## src/sv/sha256_pkg.sv

```systemverilog
// ----------------------------------------------------------------------------
// SHA-256 package
// Shared types, round constants and round functions for the stream hasher.
// ----------------------------------------------------------------------------
package sha256_pkg;

	typedef struct packed {
		logic [7:0] data;
		logic       present;
		logic       last;
	} item_t;

	localparam logic [7:0] PadByte = 8'h80;

	typedef logic [31:0] word_t;

	function automatic word_t init_h(input logic [2:0] idx);
		word_t r;
		case (idx)
			3'd0: r = 32'h6a09e667;
			3'd1: r = 32'hbb67ae85;
			3'd2: r = 32'h3c6ef372;
			3'd3: r = 32'ha54ff53a;
			3'd4: r = 32'h510e527f;
			3'd5: r = 32'h9b05688c;
			3'd6: r = 32'h1f83d9ab;
			default: r = 32'h5be0cd19;
		endcase
		return r;
	endfunction

	function automatic word_t round_k(input logic [5:0] r);
		word_t k;
		case (r)
			6'd0: k = 32'h428a2f98; 6'd1: k = 32'h71374491; 6'd2: k = 32'hb5c0fbcf;
			6'd3: k = 32'he9b5dba5; 6'd4: k = 32'h3956c25b; 6'd5: k = 32'h59f111f1;
			6'd6: k = 32'h923f82a4; 6'd7: k = 32'hab1c5ed5; 6'd8: k = 32'hd807aa98;
			6'd9: k = 32'h12835b01; 6'd10: k = 32'h243185be; 6'd11: k = 32'h550c7dc3;
			6'd12: k = 32'h72be5d74; 6'd13: k = 32'h80deb1fe; 6'd14: k = 32'h9bdc06a7;
			6'd15: k = 32'hc19bf174; 6'd16: k = 32'he49b69c1; 6'd17: k = 32'hefbe4786;
			6'd18: k = 32'h0fc19dc6; 6'd19: k = 32'h240ca1cc; 6'd20: k = 32'h2de92c6f;
			6'd21: k = 32'h4a7484aa; 6'd22: k = 32'h5cb0a9dc; 6'd23: k = 32'h76f988da;
			6'd24: k = 32'h983e5152; 6'd25: k = 32'ha831c66d; 6'd26: k = 32'hb00327c8;
			6'd27: k = 32'hbf597fc7; 6'd28: k = 32'hc6e00bf3; 6'd29: k = 32'hd5a79147;
			6'd30: k = 32'h06ca6351; 6'd31: k = 32'h14292967; 6'd32: k = 32'h27b70a85;
			6'd33: k = 32'h2e1b2138; 6'd34: k = 32'h4d2c6dfc; 6'd35: k = 32'h53380d13;
			6'd36: k = 32'h650a7354; 6'd37: k = 32'h766a0abb; 6'd38: k = 32'h81c2c92e;
			6'd39: k = 32'h92722c85; 6'd40: k = 32'ha2bfe8a1; 6'd41: k = 32'ha81a664b;
			6'd42: k = 32'hc24b8b70; 6'd43: k = 32'hc76c51a3; 6'd44: k = 32'hd192e819;
			6'd45: k = 32'hd6990624; 6'd46: k = 32'hf40e3585; 6'd47: k = 32'h106aa070;
			6'd48: k = 32'h19a4c116; 6'd49: k = 32'h1e376c08; 6'd50: k = 32'h2748774c;
			6'd51: k = 32'h34b0bcb5; 6'd52: k = 32'h391c0cb3; 6'd53: k = 32'h4ed8aa4a;
			6'd54: k = 32'h5b9cca4f; 6'd55: k = 32'h682e6ff3; 6'd56: k = 32'h748f82ee;
			6'd57: k = 32'h78a5636f; 6'd58: k = 32'h84c87814; 6'd59: k = 32'h8cc70208;
			6'd60: k = 32'h90befffa; 6'd61: k = 32'ha4506ceb; 6'd62: k = 32'hbef9a3f7;
			default: k = 32'hc67178f2;
		endcase
		return k;
	endfunction

	function automatic word_t rotr(input word_t x, input int n);
		return (x >> n) | (x << (32 - n));
	endfunction

endpackage

```

## src/sv/sha256_fifo.sv

```systemverilog
// ----------------------------------------------------------------------------
// SHA-256 item queue
// Four-entry queue between the intake side and the hashing engine.
// ----------------------------------------------------------------------------
module sha256_fifo (
	input  logic                clk,
	input  logic                arst_n,
	input  logic                wr_valid,
	output logic                wr_ready,
	input  sha256_pkg::item_t   wr_item,
	output logic                rd_valid,
	input  logic                rd_ready,
	output sha256_pkg::item_t   rd_item
);
	sha256_pkg::item_t mem_q [4];
	logic [1:0] wp_q, rp_q;
	logic [2:0] cnt_q;
	logic push, pop;

	assign wr_ready = (cnt_q != 3'd4);
	assign rd_valid = (cnt_q != 3'd0);
	assign rd_item  = mem_q[rp_q];
	assign push = wr_valid && wr_ready;
	assign pop  = rd_valid && rd_ready;

	always_ff @(posedge clk) begin
		if (push) begin
			mem_q[wp_q] <= wr_item;
		end
	end

	always_ff @(posedge clk or negedge arst_n) begin
		if (!arst_n) begin
			wp_q  <= '0;
			rp_q  <= '0;
			cnt_q <= '0;
		end else begin
			if (push) wp_q <= wp_q + 2'd1;
			if (pop) rp_q <= rp_q + 2'd1;
			cnt_q <= cnt_q + {2'b0, push} - {2'b0, pop};
		end
	end
endmodule

```

## src/sv/sha256_engine.sv

```systemverilog
// ----------------------------------------------------------------------------
// SHA-256 hashing engine
// Absorbs queued items into the block buffer, pads, compresses one round a
// cycle and streams the digest words out through a result register.
// ----------------------------------------------------------------------------
module sha256_engine (
	input  logic                clk,
	input  logic                arst_n,
	input  logic                in_valid,
	output logic                in_ready,
	input  sha256_pkg::item_t   in_item,
	output logic                out_valid,
	input  logic                out_ready,
	output logic [31:0]         out_word,
	output logic [2:0]          out_index,
	output logic                out_last
);
	typedef enum logic [2:0] {
		ST_TAKE, ST_PAD, ST_LOAD, ST_ROUND, ST_FOLD, ST_EMIT
	} state_t;

	state_t      state_q;
	logic [31:0] buf_q [16];
	logic [31:0] h_q [8];
	logic [31:0] v_q [8];
	logic [31:0] w_q [16];
	logic [6:0]  fill_q;
	logic [60:0] count_q;
	logic [5:0]  round_q;
	logic [3:0]  load_q;
	logic        fin_q;
	logic        pad_q;
	logic        ext_q;
	logic        final_blk_q;
	logic [2:0]  oidx_q;

	logic [31:0] w_cur, t1, t2, s0, s1, x15, x2, e, a, buf_word;
	logic [63:0] bits;
	logic [4:0]  lane_lsb;

	assign in_ready = (state_q == ST_TAKE);
	assign bits = {count_q, 3'b000};
	// byte 0 of a word is its most significant lane
	assign lane_lsb = {~fill_q[1:0], 3'b000};
	assign buf_word = buf_q[load_q];

	always_comb begin
		x15 = w_q[4'(round_q + 6'd1)];
		x2  = w_q[4'(round_q + 6'd14)];
		s0  = sha256_pkg::rotr(x15, 7) ^ sha256_pkg::rotr(x15, 18) ^ (x15 >> 3);
		s1  = sha256_pkg::rotr(x2, 17) ^ sha256_pkg::rotr(x2, 19) ^ (x2 >> 10);
		w_cur = (round_q < 6'd16) ? w_q[round_q[3:0]]
			: w_q[round_q[3:0]] + s0 + w_q[4'(round_q + 6'd9)] + s1;
		e = v_q[4];
		a = v_q[0];
		t1 = v_q[7] + (sha256_pkg::rotr(e, 6) ^ sha256_pkg::rotr(e, 11)
			^ sha256_pkg::rotr(e, 25)) + ((e & v_q[5]) ^ (~e & v_q[6]))
			+ sha256_pkg::round_k(round_q) + w_cur;
		t2 = (sha256_pkg::rotr(a, 2) ^ sha256_pkg::rotr(a, 13) ^ sha256_pkg::rotr(a, 22))
			+ ((a & v_q[1]) ^ (a & v_q[2]) ^ (v_q[1] & v_q[2]));
	end

	always_ff @(posedge clk or negedge arst_n) begin
		if (!arst_n) begin
			state_q     <= ST_TAKE;
			fill_q      <= '0;
			count_q     <= '0;
			round_q     <= '0;
			load_q      <= '0;
			fin_q       <= 1'b0;
			pad_q       <= 1'b0;
			ext_q       <= 1'b0;
			final_blk_q <= 1'b0;
			oidx_q      <= '0;
			out_valid   <= 1'b0;
			for (int i = 0; i < 8; i++) h_q[i] <= sha256_pkg::init_h(3'(i));
		end else begin
			unique case (state_q)
				ST_TAKE: begin
					if (in_valid) begin
						fin_q <= in_item.last;
						if (in_item.present) begin
							buf_q[fill_q[5:2]][lane_lsb +: 8] <= in_item.data;
							count_q <= count_q + 61'd1;
							if (fill_q == 7'd63) begin
								fill_q <= '0;
								final_blk_q <= 1'b0;
								load_q <= '0;
								state_q <= ST_LOAD;
							end else begin
								fill_q <= fill_q + 7'd1;
								if (in_item.last) state_q <= ST_PAD;
							end
						end else if (in_item.last) begin
							state_q <= ST_PAD;
						end
					end
				end
				ST_PAD: begin
					// lay padding one byte a cycle; length goes in the last eight
					fin_q <= 1'b0;
					if (fin_q) begin
						buf_q[fill_q[5:2]][lane_lsb +: 8] <= sha256_pkg::PadByte;
						fill_q <= fill_q + 7'd1;
						pad_q <= 1'b1;
						// no room left for the length: zero this block, add another
						ext_q <= (fill_q >= 7'd56) && (fill_q != 7'd63);
						if (fill_q == 7'd63) begin
							fill_q <= '0;
							final_blk_q <= 1'b0;
							fin_q <= 1'b0;
							load_q <= '0;
							state_q <= ST_LOAD;
						end
					end else if (ext_q) begin
						buf_q[fill_q[5:2]][lane_lsb +: 8] <= 8'h00;
						if (fill_q == 7'd63) begin
							fill_q <= '0;
							ext_q <= 1'b0;
							final_blk_q <= 1'b0;
							load_q <= '0;
							state_q <= ST_LOAD;
						end else begin
							fill_q <= fill_q + 7'd1;
						end
					end else if (fill_q < 7'd56) begin
						buf_q[fill_q[5:2]][lane_lsb +: 8] <= 8'h00;
						fill_q <= fill_q + 7'd1;
					end else begin
						buf_q[fill_q[5:2]][lane_lsb +: 8] <=
							8'(bits >> (7'd8 * (7'd63 - fill_q)));
						if (fill_q == 7'd63) begin
							fill_q <= '0;
							pad_q <= 1'b0;
							final_blk_q <= 1'b1;
							load_q <= '0;
							state_q <= ST_LOAD;
						end else begin
							fill_q <= fill_q + 7'd1;
						end
					end
				end
				ST_LOAD: begin
					w_q[load_q] <= buf_word;
					if (load_q == 4'd15) begin
						round_q <= '0;
						for (int i = 0; i < 8; i++) v_q[i] <= h_q[i];
						state_q <= ST_ROUND;
					end
					load_q <= load_q + 4'd1;
				end
				ST_ROUND: begin
					w_q[round_q[3:0]] <= w_cur;
					v_q[7] <= v_q[6]; v_q[6] <= v_q[5]; v_q[5] <= v_q[4];
					v_q[4] <= v_q[3] + t1;
					v_q[3] <= v_q[2]; v_q[2] <= v_q[1]; v_q[1] <= v_q[0];
					v_q[0] <= t1 + t2;
					round_q <= round_q + 6'd1;
					if (round_q == 6'd63) state_q <= ST_FOLD;
				end
				ST_FOLD: begin
					for (int i = 0; i < 8; i++) h_q[i] <= h_q[i] + v_q[i];
					if (final_blk_q) begin
						oidx_q <= '0;
						state_q <= ST_EMIT;
					end else if (fin_q || pad_q) begin
						state_q <= ST_PAD;
					end else begin
						state_q <= ST_TAKE;
					end
				end
				ST_EMIT: begin
					if (!out_valid || out_ready) begin
						out_valid <= 1'b1;
						out_word  <= h_q[oidx_q];
						out_index <= oidx_q;
						out_last  <= (oidx_q == 3'd7);
						oidx_q    <= oidx_q + 3'd1;
						if (oidx_q == 3'd7) begin
							for (int i = 0; i < 8; i++) h_q[i] <= sha256_pkg::init_h(3'(i));
							count_q <= '0;
							fill_q  <= '0;
							state_q <= ST_TAKE;
						end
					end
				end
				default: state_q <= ST_TAKE;
			endcase
			if (state_q != ST_EMIT && out_valid && out_ready) out_valid <= 1'b0;
		end
	end
endmodule

```

## src/sv/sha256_stream_hasher.sv

```systemverilog
// ----------------------------------------------------------------------------
// SHA-256 stream hasher
// Hashes a byte stream and returns the 256-bit digest as eight words.
// ----------------------------------------------------------------------------
// Input channel: one transaction per byte (byte_present) with an optional
// end_of_message flag; an empty end marker finishes without a byte.
// Output channel: eight transactions per message, digest_word in big-endian
// order, word_index 0..7, last_word on the eighth.
// Intake: each byte is absorbed on its own; every 64th byte starts a block
// compression (word load, rounds, fold) that stalls intake, so the sustained
// rate is set by the single round unit.
// End of message: padding fills the rest of the block one byte a cycle
// (up to two blocks); words leave the result reg one a cycle when out_ready.
// A four-entry queue takes bytes while a block compresses.
// Reset: clears the queue, restores the initial hash values and counts.
// A stalled receiver holds the result register and the engine waits.
// ----------------------------------------------------------------------------
module sha256_stream_hasher (
	input  logic        clk,
	input  logic        arst_n,
	input  logic        in_valid,
	output logic        in_ready,
	input  logic [7:0]  msg_byte,
	input  logic        byte_present,
	input  logic        end_of_message,
	output logic        out_valid,
	input  logic        out_ready,
	output logic [31:0] digest_word,
	output logic [2:0]  word_index,
	output logic        last_word
);
	sha256_pkg::item_t in_item, q_item;
	logic q_valid, q_ready;

	// pack the transaction fields for the queue
	assign in_item.data    = msg_byte;
	assign in_item.present = byte_present;
	assign in_item.last    = end_of_message;

	sha256_fifo u_fifo (
		.clk(clk), .arst_n(arst_n),
		.wr_valid(in_valid), .wr_ready(in_ready), .wr_item(in_item),
		.rd_valid(q_valid), .rd_ready(q_ready), .rd_item(q_item)
	);

	sha256_engine u_engine (
		.clk(clk), .arst_n(arst_n),
		.in_valid(q_valid), .in_ready(q_ready), .in_item(q_item),
		.out_valid(out_valid), .out_ready(out_ready),
		.out_word(digest_word), .out_index(word_index), .out_last(last_word)
	);
endmodule

```

## config.mk

```make
export PLATFORM = sky130hd
export DESIGN_NAME = sha256_stream_hasher
export DESIGN_NICKNAME = d
export VERILOG_FILES = /design/src/sv/sha256_pkg.sv /design/src/sv/sha256_fifo.sv /design/src/sv/sha256_engine.sv /design/src/sv/sha256_stream_hasher.sv
export SDC_FILE = /design/constraint.sdc
export NUM_CORES = 2
export LEC_CHECK = 0
export ABC_AREA = 1
export BUFFER_PORTS_ARGS = -buffer_cell sky130_fd_sc_hd__buf_2
export CELL_PAD_IN_SITES_DETAIL_PLACEMENT = 0
export CELL_PAD_IN_SITES_GLOBAL_PLACEMENT = 1
export CORE_ASPECT_RATIO = 1.25
export CORE_MARGIN = 2
export CORE_UTILIZATION = 54
export DETAILED_ROUTE_END_ITERATION = 7
export PLACE_DENSITY = 0.92
export SYNTH_ARGS = -nofsm -noshare
export SYNTH_HDL_FRONTEND = slang
export SYNTH_SLANG_ARGS = --single-unit
```

## constraint.sdc

```tcl
create_clock -name clk -period 30.7 [get_ports clk]
set_clock_uncertainty 0.05 [all_clocks]
set_input_delay 1.535 -clock clk [delete_from_list [all_inputs] [get_ports clk]]
set_output_delay 1.535 -clock clk [all_outputs]
set_load 0.05 [all_outputs]
```

==> flow_summary.ini <==
[hold_path]
hold_path.class = flop to flop
hold_start = u_engine.h_q[224]
hold_end = u_engine.h_q[224]
hold_depth = 2

[synth]
synth_most_common_cell = nand2_1
synth_top_cell_by_area = edfxtp_1
ys_types = 74
ys_ff_latch = 1708
yosys_warnings = 0
syn_nets = 13194
synth_edf_count = 1356
syn_area_per_cell_um2 = 8.602
ys_async_sr_fraction_pct = 20.61
netlist_instances = 12577
syn_area_mm2 = 0.1082
yosys-top-cells-count = 2,308 x nand2_1, 1,736 x o21ai_0, 1,358 x inv_1
synthFlopType = edfxtp_1
synth_top_area_share_pct = 37.64
synth.area.top_cells = edfxtp_1 38%, o21ai_0 8.0%, nand2_1 8.0%, dfrtp_1 5.0%, inv_1 4.7%
ys_seq_area_share_pct = 45.94

[clocking]
clockBufferDepth = 3
postCtsHoldBufs = 0
cts_setup_buffers = 0
clkLatencyLatePin_ns = 0.90
htreeDepth = 4
clock-root-buffer = clkbuf_16
path_clk_slew_ns = 0.07
cts_sinks = 1708
cts_buffers = 176
cts-resized-gates = 0
cts_tree = done

[worst_setup_path]
critPathLaunchType = flop
reg2reg_depth = 47
r2r_slack_ns = 15.72
cpMostUsedCell = nand3_1
cpPeakStageDelay_ns = 0.85
timing.rr.end = u_engine.v_q[0][31]
arrival_ns = 15.54
reg2reg_from = u_engine.round_q[0]
slowest_stage = dfrtp_4
required_ns = 31.26
crit_fanout = 226
crit_type = flop to flop
critPathCaptureType = flop

[floorplan]
core-area_mm2 = 0.1990
start_util_pct = 54.37
dieHeight_um = 504.4
die_w_um = 404.4
rows = 183
dieArea_mm2 = 0.2040
ioPinCount = 52

[sta]
final.setup.tns_ns = 0
finalMaxSlewViolations = 0
fin_crit_sh_pct = 48.81
max_freq_mhz = 66.73
rsz0062_at_grt = false
finalHoldViolations = 0
maxSlewHeadroom_pct = 3.482
worstMarginPinSlew_ns = 1.443
setup_viol = 0
period_needed_ns = 14.98

[place]
port_buffers = 51
dp_hpwl_um = 295500
placed_area_mm2 = 0.1109
routabilityCongestion = 1.050

[detailed_routing]
routedWlPerCell_um = 27.47
routed_wl_um = 414200
drt_iter0_markers = 12879
num_vias = 96529
dr.pass1.iters = 8
final_antenna_net_count = 0
vias_per_cell = 6.401
route.detailed.drc = 2

[global_route]
grt_start_max_net_pins = 227
grt-ovfl-total = 0
grt_usage_pct = 39.88
grt_pass1_vias = 92028
grt_antenna_before_repair = 16
grt_pass1_wl_um = 603100

[finish]
finish.utilization_pct = 58.78
final_area_mm2 = 0.1170
drive_gt1_share_pct = 6.482
area_delta_synth_final_pct = 8.102
fin_nets = 12945

[job]
max_cap_violations = 0

[run_status]
violations = DRC
status = finished with violations
==> state kept, by name, summed over array words and instances, names as in the netlist, 4 cells and up <==
register           flops
u_engine.v_q         256
u_engine.h_q         256
u_engine.round_q       6
u_engine.count_q      61
u_engine.buf_q       512
u_engine.w_q         512
u_engine.fill_q        7
u_engine.load_q        4
u_engine.out_word     32
u_fifo.mem_q          40
==> per-layer routing <==
metal  share of wire, %  global-route usage [%]
met1                 36                   49.35
met2                 46                   62.97
met3                 10                   8.138
met4                8.2                   26.99
met5              0.014                       0
==> cells in the final DEF, fill, tap and decap left out, types with 35 or more instances in the layout <==
master     count
nor4_1        35
inv_1       1351
nor2_1      1053
a21o_1        40
fa_1         196
o211ai_1     150
nor3_1       120
nand2_1     2306
o221ai_1      94
a21oi_1      847
dfstp_2      136
clkbuf_1      37
ha_1         404
dfrtp_1      208
o21bai_1      38
a31oi_1      129
nand4_1       65
buf_2         50
xnor2_1      169
nand3_1      434
xor2_1       273
or2_2         42
o22ai_1      262
edfxtp_1    1356
mux2i_1       64
o21a_1        37
clkbuf_16    178
buf_4        174
o21ai_0     1729
==> worst max-delay path: cells and delay by family (launching register included) <==
| family | cells | cell delay [ns] |
|---|---|---|
| buf+inv | 6 | 3.24 |
| simple gates | 20 | 3.18 |
| fa+ha+maj | 7 | 3.17 |
| compound gates | 10 | 2.98 |
| xor+xnor | 4 | 1.02 |
| flops | 1 | 0.85 |
==> final cells by class <==
type / instances / area [µm²]
clock inverter: 109 / 1363
timing repair buffer: 231 / 1692
tap: 2590 / 3241
sequential: 1708 / 49720
clock buffer: 221 / 4676
multi-input combinational: 8826 / 51010
fill: 17397 / 82020
antenna: 10 / 25.02
inverter: 1385 / 5235
==> logic make-up after synthesis <==
family,after synthesis,synth area share (%)
AO/OA/AOI/OAI,3578,18.71
adder cells (fa/ha/maj),619,8.482
multiplexers,65,0.6025
AND/OR/NAND/NOR,4121,15.44
buffers and inverters,2043,7.242
XOR/XNOR,443,3.586
flip-flops,1708,45.94
==> per-stage QoR <==
step / hold slack, ns / setup WS (ns) / cells
6_report: 0.4489 / 15.72 / 15080
5_1_grt: 0.4762 / 14.81 / 15071
4_1_cts: 0.4505 / 16.18 / 15069
3_5_place_dp: 0.4377 / 16.18 / 14739
3_3_place_gp: 0.4267 / 16.38 / 14739
2_1_floorplan: 0.3998 / 17.35 / 12577
==> worst max-delay path by stage <==
stage,from,endpoint,depth (start not counted),slack [ns]
3_5_place_dp,u_engine.round_q[0],u_engine.v_q[0][28],47,16.18
3_3_place_gp,u_engine.round_q[0],u_engine.v_q[0][28],47,16.38
5_1_grt,u_engine.round_q[0],u_engine.v_q[0][31],47,14.81
2_1_floorplan,arst_n,u_engine.v_q[0][0],3,17.35
4_1_cts,u_engine.round_q[0],u_engine.v_q[0][31],47,16.18
6_report,u_engine.round_q[0],u_engine.v_q[0][31],47,15.72
Power is not shown: default switching activity piles up to over one toggle a cycle in this logic, so the estimate is an artifact.
